File: config.mk
export PLATFORM = sky130hd
export DESIGN_NAME = hdlc_frame_receiver
export DESIGN_NICKNAME = d
export VERILOG_FILES = /design/src/hfr_pkg.sv /design/src/hfr_crc.sv /design/src/hfr_deframer.sv /design/src/hdlc_frame_receiver.sv
export SDC_FILE = /design/constraint.sdc
export NUM_CORES = 1
export LEC_CHECK = 0
export BUFFER_PORTS_ARGS = -buffer_cell sky130_fd_sc_hd__buf_2
export CORE_ASPECT_RATIO = 2
export CORE_MARGIN = 5
export CORE_UTILIZATION = 30
export DETAILED_ROUTE_END_ITERATION = 16
export PLACE_DENSITY = 0.47
export SLEW_MARGIN = 10
export SYNTH_ARGS = -nofsm -noshare
export SYNTH_HDL_FRONTEND = slang
export SYNTH_SLANG_ARGS = --single-unit
File: constraint.sdc
create_clock -name clk -period 3.3 [get_ports clk]
set_input_delay 0.33 -clock clk [delete_from_list [all_inputs] [get_ports clk]]
set_output_delay 0.33 -clock clk [all_outputs]
set_load 0.01 [all_outputs]
File: src/hfr_pkg.sv
// ----------------------------------------------------------------------------
// hfr_pkg: shared types and constants for the HDLC frame receiver
// Holds the line codes, the CRC-16/CCITT constants, the status codes and the
// result record that passes from the deframer to the output register.
// ----------------------------------------------------------------------------
package hfr_pkg;

	localparam int MAX_FRAME_BYTES = 1024;
	localparam int CNT_W           = $clog2(MAX_FRAME_BYTES + 1);
	localparam int LEN_W           = 10;

	localparam logic [7:0]  FLAG_BYTE = 8'h7E;
	localparam logic [7:0]  ESC_BYTE  = 8'h7D;
	localparam logic [7:0]  ESC_XOR   = 8'h20;
	localparam logic [15:0] CRC_INIT  = 16'hFFFF;
	localparam logic [15:0] CRC_POLY  = 16'h8408;

	localparam logic [1:0] ST_GOOD     = 2'd0;
	localparam logic [1:0] ST_SHORT    = 2'd1;
	localparam logic [1:0] ST_CRC      = 2'd2;
	localparam logic [1:0] ST_OVERFLOW = 2'd3;

	typedef struct packed {
		logic             is_frame_end;
		logic [7:0]       payload_byte;
		logic [1:0]       frame_status;
		logic [LEN_W-1:0] payload_length;
	} hfr_result_t;

endpackage

File: src/hfr_crc.sv
// ----------------------------------------------------------------------------
// hfr_crc: byte-wide CRC-16/CCITT update
// Reflected polynomial 0x8408, one data byte folded into the running CRC.
// ----------------------------------------------------------------------------
module hfr_crc (
	input  logic [15:0] crc_in,
	input  logic [7:0]  data,
	output logic [15:0] crc_out
);
	import hfr_pkg::*;

	always_comb begin
		logic [15:0] c;
		c = crc_in ^ {8'h00, data};
		for (int k = 0; k < 8; k++) begin
			if (c[0]) begin
				c = (c >> 1) ^ CRC_POLY;
			end else begin
				c = c >> 1;
			end
		end
		crc_out = c;
	end

endmodule

File: src/hfr_deframer.sv
// ----------------------------------------------------------------------------
// hfr_deframer: frame state, unescaping, CRC check and payload delay line
// Advances its state by one line byte when step is high and presents the
// result that byte causes, if any.
// ----------------------------------------------------------------------------
module hfr_deframer (
	input  logic               clk,
	input  logic               arst_n,
	input  logic               step,
	input  logic [7:0]         rx_byte,
	output logic               res_valid,
	output hfr_pkg::hfr_result_t res
);
	import hfr_pkg::*;

	logic             in_frame_q;
	logic             escape_q;
	logic [CNT_W-1:0] count_q;
	logic [15:0]      crc_q;
	logic [7:0]       delay_q [2];

	logic [7:0]       data_byte;
	logic [15:0]      crc_next;
	logic             is_flag;
	logic             is_esc;
	logic             has_room;
	logic [CNT_W-1:0] len_full;

	assign data_byte = escape_q ? (rx_byte ^ ESC_XOR) : rx_byte;
	assign is_flag   = (rx_byte == FLAG_BYTE);
	assign is_esc    = (rx_byte == ESC_BYTE);
	assign has_room  = (count_q < CNT_W'(MAX_FRAME_BYTES));
	assign len_full  = count_q - CNT_W'(2);

	hfr_crc u_crc (
		.crc_in  (crc_q),
		.data    (data_byte),
		.crc_out (crc_next)
	);

	always_comb begin
		res_valid = 1'b0;
		res       = '0;
		if (in_frame_q) begin
			if (is_flag) begin
				res_valid        = 1'b1;
				res.is_frame_end = 1'b1;
				if (count_q < CNT_W'(3)) begin
					res.frame_status = ST_SHORT;
				end else if (crc_q != 16'h0000) begin
					res.frame_status = ST_CRC;
				end else begin
					res.frame_status   = ST_GOOD;
					res.payload_length = LEN_W'(len_full);
				end
			end else if (!is_esc) begin
				if (has_room) begin
					res_valid        = (count_q >= CNT_W'(2));
					res.payload_byte = delay_q[0];
				end else begin
					res_valid        = 1'b1;
					res.is_frame_end = 1'b1;
					res.frame_status = ST_OVERFLOW;
				end
			end
		end
	end

	always_ff @(posedge clk or negedge arst_n) begin
		if (!arst_n) begin
			in_frame_q <= 1'b0;
			escape_q   <= 1'b0;
			count_q    <= '0;
			crc_q      <= CRC_INIT;
		end else if (step) begin
			if (!in_frame_q) begin
				if (is_flag) begin
					in_frame_q <= 1'b1;
					escape_q   <= 1'b0;
					count_q    <= '0;
					crc_q      <= CRC_INIT;
				end
			end else if (is_flag) begin
				in_frame_q <= 1'b0;
				escape_q   <= 1'b0;
				count_q    <= '0;
			end else if (is_esc) begin
				escape_q <= 1'b1;
			end else if (has_room) begin
				escape_q <= 1'b0;
				crc_q    <= crc_next;
				count_q  <= count_q + CNT_W'(1);
			end else begin
				in_frame_q <= 1'b0;
				escape_q   <= 1'b0;
				count_q    <= '0;
			end
		end
	end

	// shift unescaped data bytes; the two newest hold back the trailing CRC
	always_ff @(posedge clk) begin
		if (step && in_frame_q && !is_flag && !is_esc && has_room) begin
			delay_q[0] <= delay_q[1];
			delay_q[1] <= data_byte;
		end
	end

	a_hunt_count_zero: assert property (@(posedge clk) disable iff (!arst_n)
		!in_frame_q |-> count_q == '0)
		else $error("byte count nonzero while hunting");

	a_escape_in_frame: assert property (@(posedge clk) disable iff (!arst_n)
		escape_q |-> in_frame_q)
		else $error("escape pending outside a frame");

	a_count_bound: assert property (@(posedge clk) disable iff (!arst_n)
		count_q <= CNT_W'(MAX_FRAME_BYTES))
		else $error("byte count beyond frame maximum");

endmodule

File: src/hdlc_frame_receiver.sv
// ----------------------------------------------------------------------------
// hdlc_frame_receiver: HDLC byte-stuffed deframer with CRC-16/CCITT check
//
//   channel  dir  beat
//   s_axis   in   one raw line byte
//   m_axis   out  payload byte (tuser 0) or end-of-frame status (tuser 1)
//
// One line byte per cycle while the output is not stalled; a byte enters an input
// register and its result leaves from an output register.
// The deframer state advances in the cycle the byte leaves the input register.
// Reset clears the frame state to hunting; the delay line needs no reset.
// While m_tready is low the input register still takes one more byte, and
// bytes that cause no result keep flowing through.
// ----------------------------------------------------------------------------
module hdlc_frame_receiver (
	input  logic        clk,
	input  logic        arst_n,
	input  logic        s_tvalid,
	output logic        s_tready,
	input  logic [7:0]  s_tdata,   // [7:0] rx_byte
	output logic        m_tvalid,
	input  logic        m_tready,
	output logic [23:0] m_tdata,   // [7:0] payload_byte, [9:8] frame_status,
	                               // [19:10] payload_length, [23:20] zero
	output logic        m_tuser    // [0] is_frame_end
);
	import hfr_pkg::*;

	logic        valid_s1;
	logic [7:0]  byte_s1;
	logic        adv;
	logic        out_free;
	logic        res_valid;
	hfr_result_t res;
	hfr_result_t res_q;
	logic        m_tvalid_q;

	assign out_free = !m_tvalid_q || m_tready;
	assign adv      = valid_s1 && (!res_valid || out_free);
	assign s_tready = !valid_s1 || adv;

	always_ff @(posedge clk or negedge arst_n) begin
		if (!arst_n) begin
			valid_s1 <= 1'b0;
		end else if (s_tready) begin
			valid_s1 <= s_tvalid;
		end
	end

	always_ff @(posedge clk) begin
		if (s_tready && s_tvalid) begin
			byte_s1 <= s_tdata;
		end
	end

	hfr_deframer u_deframer (
		.clk       (clk),
		.arst_n    (arst_n),
		.step      (adv),
		.rx_byte   (byte_s1),
		.res_valid (res_valid),
		.res       (res)
	);

	always_ff @(posedge clk or negedge arst_n) begin
		if (!arst_n) begin
			m_tvalid_q <= 1'b0;
		end else if (adv && res_valid) begin
			m_tvalid_q <= 1'b1;
		end else if (m_tready) begin
			m_tvalid_q <= 1'b0;
		end
	end

	always_ff @(posedge clk) begin
		if (adv && res_valid) begin
			res_q <= res;
		end
	end

	assign m_tvalid = m_tvalid_q;
	assign m_tuser  = res_q.is_frame_end;
	assign m_tdata  = {4'h0, res_q.payload_length, res_q.frame_status, res_q.payload_byte};

	a_end_no_byte: assert property (@(posedge clk) disable iff (!arst_n)
		(m_tvalid && m_tuser) |-> m_tdata[7:0] == 8'h00)
		else $error("end beat carries a payload byte");

	a_data_no_status: assert property (@(posedge clk) disable iff (!arst_n)
		(m_tvalid && !m_tuser) |-> m_tdata[19:8] == 12'h000)
		else $error("payload beat carries status or length");

	a_bad_no_length: assert property (@(posedge clk) disable iff (!arst_n)
		(m_tvalid && m_tuser && m_tdata[9:8] != ST_GOOD) |-> m_tdata[19:10] == '0)
		else $error("failed frame reports a length");

endmodule
## Yosys cells after proc, flatten, opt, wreduce, memory -nomap -nowiden

Memories as Yosys holds them, arrays and structs flattened.
Cells that the tools add are included.

- Register bits after elaboration: 60
- Memory bits (writable): 16
- Word-level logic and storage cells: 102
- Memories kept: 1

- $add $sub $neg: 2
- $lt $le $gt $ge: 3
- Equality and inequality tests: 4
- Mux-type cells: 44
- Bitwise operators: 13
- Reductions and logical operators: 24

Memory list:

| name | words | bits a word | read ports | clocked after Yosys merged registers in | wr ports | line | source |
|---|---|---|---|---|---|---|---|
| u_deframer.delay_q | 2 | 8 | 2 | 0 | 2 | hfr_deframer.sv:20 | `logic [7:0] delay_q [2];` |

Operator list:

| kind | number |
|---|---|
| 2-to-1 mux 16 bit | 13 |
| 2-to-1 mux 11 bit | 6 |
| NOT 2 -> 3 bit | 8 |
| 2-to-1 mux 1 bit | 19 |
| equality test 8 x 7 -> 1 bit, second input constant | 2 |
| nonzero test 16 bit | 1 |
| XOR 16 x 8 -> 16 bit | 1 |
| adder 11 x 1 -> 11 bit, second input constant | 1 |
| greater-or-equal comparator 11 x 2 -> 1 bit, second input constant | 1 |
| < comparator 11 bit, second input constant | 1 |
| < comparator 11 x 2 -> 1 bit, second input constant | 1 |
| subtractor 10 x 2 -> 10 bit, second input constant | 1 |
| 2-to-1 mux 2 bit | 4 |
| 2-to-1 mux 8 bit | 1 |
| OR reduction 4 bit | 2 |
| logical AND 1 bit | 7 |
| 2-to-1 mux 6 bit | 1 |
| nonzero test 2 bit | 3 |
| zero test 1 bit | 5 |
| AND reduction 5 bit | 1 |
| NOT 1 bit | 4 |
| logical OR 1 bit | 3 |
| AND reduction 3 bit | 1 |
| != test 2 x 1 -> 1 bit, second input constant | 1 |
| other kinds (2) | 2 |

## Depth between registers and ports, before layout

- Word-level depth: 23
- Depth in mapped cells: 9

## Hierarchy

A second synthesis with hierarchy kept.

- Cells, all modules: 289
- Area, all modules: 3753.6 µm²

By module, submodules not included:

| module | times used | cells an instance | area each (µm²) | seq. area each (µm²) |
|---|---|---|---|---|
| hfr_deframer | 1 | 220 | 2362.3 | 1226.2 |
| hdlc_frame_receiver | 1 | 44 | 1011.0 | 920.9 |
| hfr_crc | 1 | 25 | 380.4 | 0.0 |

## Least setup slack after synthesis

OpenSTA, ideal clock, no wires.

- Kind: reg2reg
- Start point: register u_deframer.count_q[1]
- End point: register res_q (netlist bit m_tdata[0]), enable pin
- Library setup time: 401 ps
- Data arrival time: 2282 ps
- Required time: 2899 ps
- Slack: 617 ps
- Cell stages (with the launch flop): 8
- Path buffers: 0
- Cells stage by stage: dfrtp_1 > inv_1 > ha_1 > nor2b_1 > o2111ai_1 > nand2_1 > a21oi_1 > nor2b_1

- Cells in the longest elaborated chain, start to end: 9
- Elaborated cells between the ends (all ways): 10
- Those cells by class: order compare: 2; mux: 4; reduce/logical: 4

RTL lines:

| item | line | source |
|---|---|---|
| start: declaration | hfr_deframer.sv:18 | `logic [CNT_W-1:0] count_q;` |
| start signal: assignment | hfr_deframer.sv:92 | `count_q <= count_q + CNT_W'(1);` |
| greater-or-equal comparator 11 x 2 -> 1 bit or < comparator 11 bit (tied branches) | hfr_deframer.sv:58, hfr_deframer.sv:32 |  |
| 2-to-1 mux 1 bit (*) | hfr_deframer.sv:57 | `if (has_room) begin` |
| 2-to-1 mux 1 bit (*) | hfr_deframer.sv:56 | `end else if (!is_esc) begin` |
| 2-to-1 mux 1 bit (*) | hfr_deframer.sv:45 | `if (is_flag) begin` |
| 2-to-1 mux 1 bit (*) | hfr_deframer.sv:44 | `if (in_frame_q) begin` |
| zero test 1 bit | hdlc_frame_receiver.sv:39 | `assign adv = valid_s1 && (!res_valid \|\| out_free);` |
| logical OR 1 bit | hdlc_frame_receiver.sv:39 |  |
| logical AND 1 bit | hdlc_frame_receiver.sv:39 |  |
| logical AND 1 bit (*) | hdlc_frame_receiver.sv:76 | `if (adv && res_valid) begin` |
| end signal: assignment | hdlc_frame_receiver.sv:77 | `res_q <= res;` |
| end: declaration | hdlc_frame_receiver.sv:35 | `hfr_result_t res_q;` |

Mark *: on every way between the ends. The rest lies on a longest branch, timed or not.
A chain may end at the register's enable or synchronous reset.

## Final worst setup path

- Start point: register u_deframer.count_q[2]
- End point: register u_deframer.crc_q[4]

- Cells in the longest elaborated chain, start to end: 9
- Elaborated cells between the ends (all ways): 11
- Those cells by class: order compare: 2; mux: 4; reduce/logical: 5

RTL lines:

| item | line | source |
|---|---|---|
| greater-or-equal comparator 11 x 2 -> 1 bit or < comparator 11 bit (tied branches) | hfr_deframer.sv:58, hfr_deframer.sv:32 |  |
| 2-to-1 mux 1 bit | hfr_deframer.sv:57 |  |
| 2-to-1 mux 1 bit | hfr_deframer.sv:56 |  |
| 2-to-1 mux 1 bit | hfr_deframer.sv:45 |  |
| 2-to-1 mux 1 bit | hfr_deframer.sv:44 |  |
| zero test 1 bit | hdlc_frame_receiver.sv:39 |  |
| logical OR 1 bit | hdlc_frame_receiver.sv:39 |  |
| logical AND 1 bit | hdlc_frame_receiver.sv:39 |  |
| AND reduction 5 bit (no source line) (*) | -- |  |
| end signal: assignment | hfr_deframer.sv:91 | `crc_q <= crc_next;` |
| end: declaration | hfr_deframer.sv:19 | `logic [15:0] crc_q;` |

Marked as above.

==> metrics <==
status finished clean; Tightest Pin Transition 0.9592 ns; non-filler cells, final about 500; Final ANT Viol Nets 0; CP Cell Sequence inv_1, ha_1, nor2b_1, o2111ai_1, o21ai_2, a21oi_2, nor3_4, mux2_2; final WL 8265 um; Yosys cell types 45; Bufs on Longest Clock Path 2; top post-synthesis cells by area edfxtp_1, dfstp_2, dfrtp_1, xnor2_1, xor2_1; WP buf/inv 1; largest net degree at the start of global routing 32; setup slack after layout between 0.3 and 0.4 ns; first-pass GRT wire length 13200 um; count of final setup violators 0; IO Port Bufs 34; Final Cycle Share 0.8930; Worst slew margin 0.3584; Setup TNS 0 ns; clk sinks 76; Worst path top cell family by delay simple AND/OR/NAND/NOR gates; Antenna Cells 0; hpwl dp around 6000 um; Sequential Power Share 0.393; CTS tree yes; NumNets Final 355; Starting DRT DRC Count 93; vias in the first global route about 2500; Post-synth top flop edfxtp_1; layout cells sized above 1 0.2741; EDFF count, synth 45; Layout Skew 0.008383 ns; Site Rows 57; Pins Over Slew Limit 0; clk root buf clkbuf_16; Slowest-stage cell, CP nor3_4; static leakage about 1.7 nW; RSZ-0062 raised after global routing no; cell count after synthesis around 300; gr usage total 0.1218; drt first pass iters 6; core area ~0.012 sq mm; CP Max Fanout 16; placed cells between 400 and 500; internal cell power 2.831 mW; post-synthesis sequential area ratio 0.5903; die area 0.01456 sq mm; r2r worst-path depth 8; Syn-to-layout area delta 17.13%; H-tree depth 3; Top Ports 39; initial core utilization 0.3018; CTS buffer count 9; DR DRC count 0; Synth top area share 0.3715; GP Congestion 0.8667; CP Data Required Time 3.57 ns; mean area per synthesized cell 12.16 sq um; area leader, netlist edfxtp_1; Arrival @ worst endpoint 3.22 ns; remaining global-route overflow 0; most common cell after layout, fill and taps aside edfxtp_1; Max Cap Viol 0; instance count on the critical path 8; synth warn 0; post-CTS setup buffers 0; pre-CTS WS 0.3812 ns; Fill cells 1207; Comb pwr share 0.378; most frequent cells in the layout edfxtp_1, buf_2, nand2_1; CTS Hold Bufs 0; Critical Path Source Type flop; Vias 2304; Post-synth ARST share 0.4079; switching share of total power 0.3521; Final min period between 2 and 3 ns; CP max stage delay between 0.8 and 0.9 ns; CP endpoint kind flop; endpoints failing hold 0; Vias/cell 4.702; Clock power frac 0.229; Worst IR Drop VDD 360.1 uV; HP Class in2async; power per cell area a little over 1000 mW/mm^2; Die H 165.7 um; cts repair resizes 0; maximum clock frequency 339.3 MHz; DIE WIDTH 87.86 um; Yosys reg bits 76; Switch Pwr 1.538 mW; worst setup path class reg2reg; drt wl/cell 16.87 um; initial antenna violation count 0; clk slew on worst S/H paths 0.06 ns; Clock Latency Late Sink 0.34 ns; Netlist Area Pre-Place 0.003637 sq mm
flip-flops by register name, summed over array words and instances, names as in the netlist:
signal / count
u_deframer.crc_q: 16
m_tvalid: 1
m_tdata: 20
u_deframer.delay_q: 16
u_deframer.in_frame_q: 1
u_deframer.escape_q: 1
valid_s1: 1
u_deframer.count_q: 11
byte_s1: 8
m_tuser: 1
per-layer routing:
| layer | routed length [um] | GRT usage |
|---|---|---|
| met1 | 2902 | 0.1192 |
| met3 | 286 | 0.02187 |
| met5 | 0 | 0 |
| met4 | 326 | 0.06880 |
| met2 | 4750 | 0.2277 |
metrics by stage:
step | utilization | power [mW] | hold slack (ns) | instance area [sq um]
6_report | 0.3535 | 4.370 | 0.04768 | 4260
2_1_floorplan | - | 2.974 | 0.03441 | 3649
3_3_place_gp | 0.3285 | 3.391 | 0.4002 | 3959
5_1_grt | 0.3535 | 4.683 | 0.1073 | 4260
3_5_place_dp | 0.3285 | 3.418 | 0.4057 | 3959
4_1_cts | 0.3535 | 4.440 | 0.06720 | 4260
kinds of logic (layout without fill, tap and decap cells):
logic type / after synthesis / after routing / share of synthesized area
simple gates: 102 / 102 / 0.1514
flops: 76 / 76 / 0.5903
compound gates: 37 / 37 / 0.06571
xor+xnor: 33 / 33 / 0.07946
buf+inv: 29 / 70 / 0.04059
mux: 16 / 16 / 0.05435
fa+ha+maj: 5 / 5 / 0.01720
other cells: 1 / 4 / 0.001031
cell type report:
class                   instances  area, sq um  area share
clock inverters                 7        76.32     0.01791
inverters                      13        48.80     0.01145
well taps                     147        183.9     0.04317
multi-input cells             197         1356      0.3184
flip-flops and latches         76         2147      0.5040
repair buffers                 41        222.7     0.05228
clock buffers                   9        225.2     0.05286
Yosys cell counts (all sizes together) (2+ instances only):
library cell  number
nor2              23
a31oi              3
clkbuf             8
nand2b             6
nor2b              9
a21oi              7
and2               9
dfstp             16
and4               3
mux2              12
buf                8
nor3               4
nor4               6
o31ai             11
o21ai             11
xor2              13
nand3              5
inv               13
xnor2             20
and3               4
or2                3
nand2             25
dfrtp             15
edfxtp            45
nand3b             2
mux2i              4
ha                 5
final timing paths:
| kind | from | to | slack (ns) |
|---|---|---|---|
| setup reg to reg | u_deframer.count_q[2] | u_deframer.crc_q[4] | 0.35 |
| min in group clk | s_tdata[4] | byte_s1[4] | 0.16 |
| hold reg to reg | u_deframer.delay_q[0][11] | u_deframer.delay_q[0][3] | 0.42 |
| max in group asynchronous | arst_n | m_tvalid | 2.76 |
| hold / removal | arst_n | valid_s1 | 0.05 |
| setup / recovery | u_deframer.count_q[2] | u_deframer.crc_q[4] | 0.35 |
power groups by stage:
stage	clock [mW]	sequential, mW	combinational (mW)
detailed placement	0	1.74	1.68
finish	0.999	1.72	1.65
floorplan	0	1.69	1.29
CTS	1.02	1.72	1.69
global route	1.06	1.76	1.86
global placement	0	1.73	1.66
worst reg2reg max path: cells and delay by family, from the launching register on:
family / cells / cell delay [ns]
AND/OR/NAND/NOR: 2 / 1.05
adder cells (fa/ha/maj): 1 / 0.24
flip-flops: 1 / 0.43
multiplexers: 1 / 0.44
AO/OA/AOI/OAI: 3 / 0.58
buffers and inverters: 1 / 0.14
No activity file was read; power rests on OpenSTA's default activity.
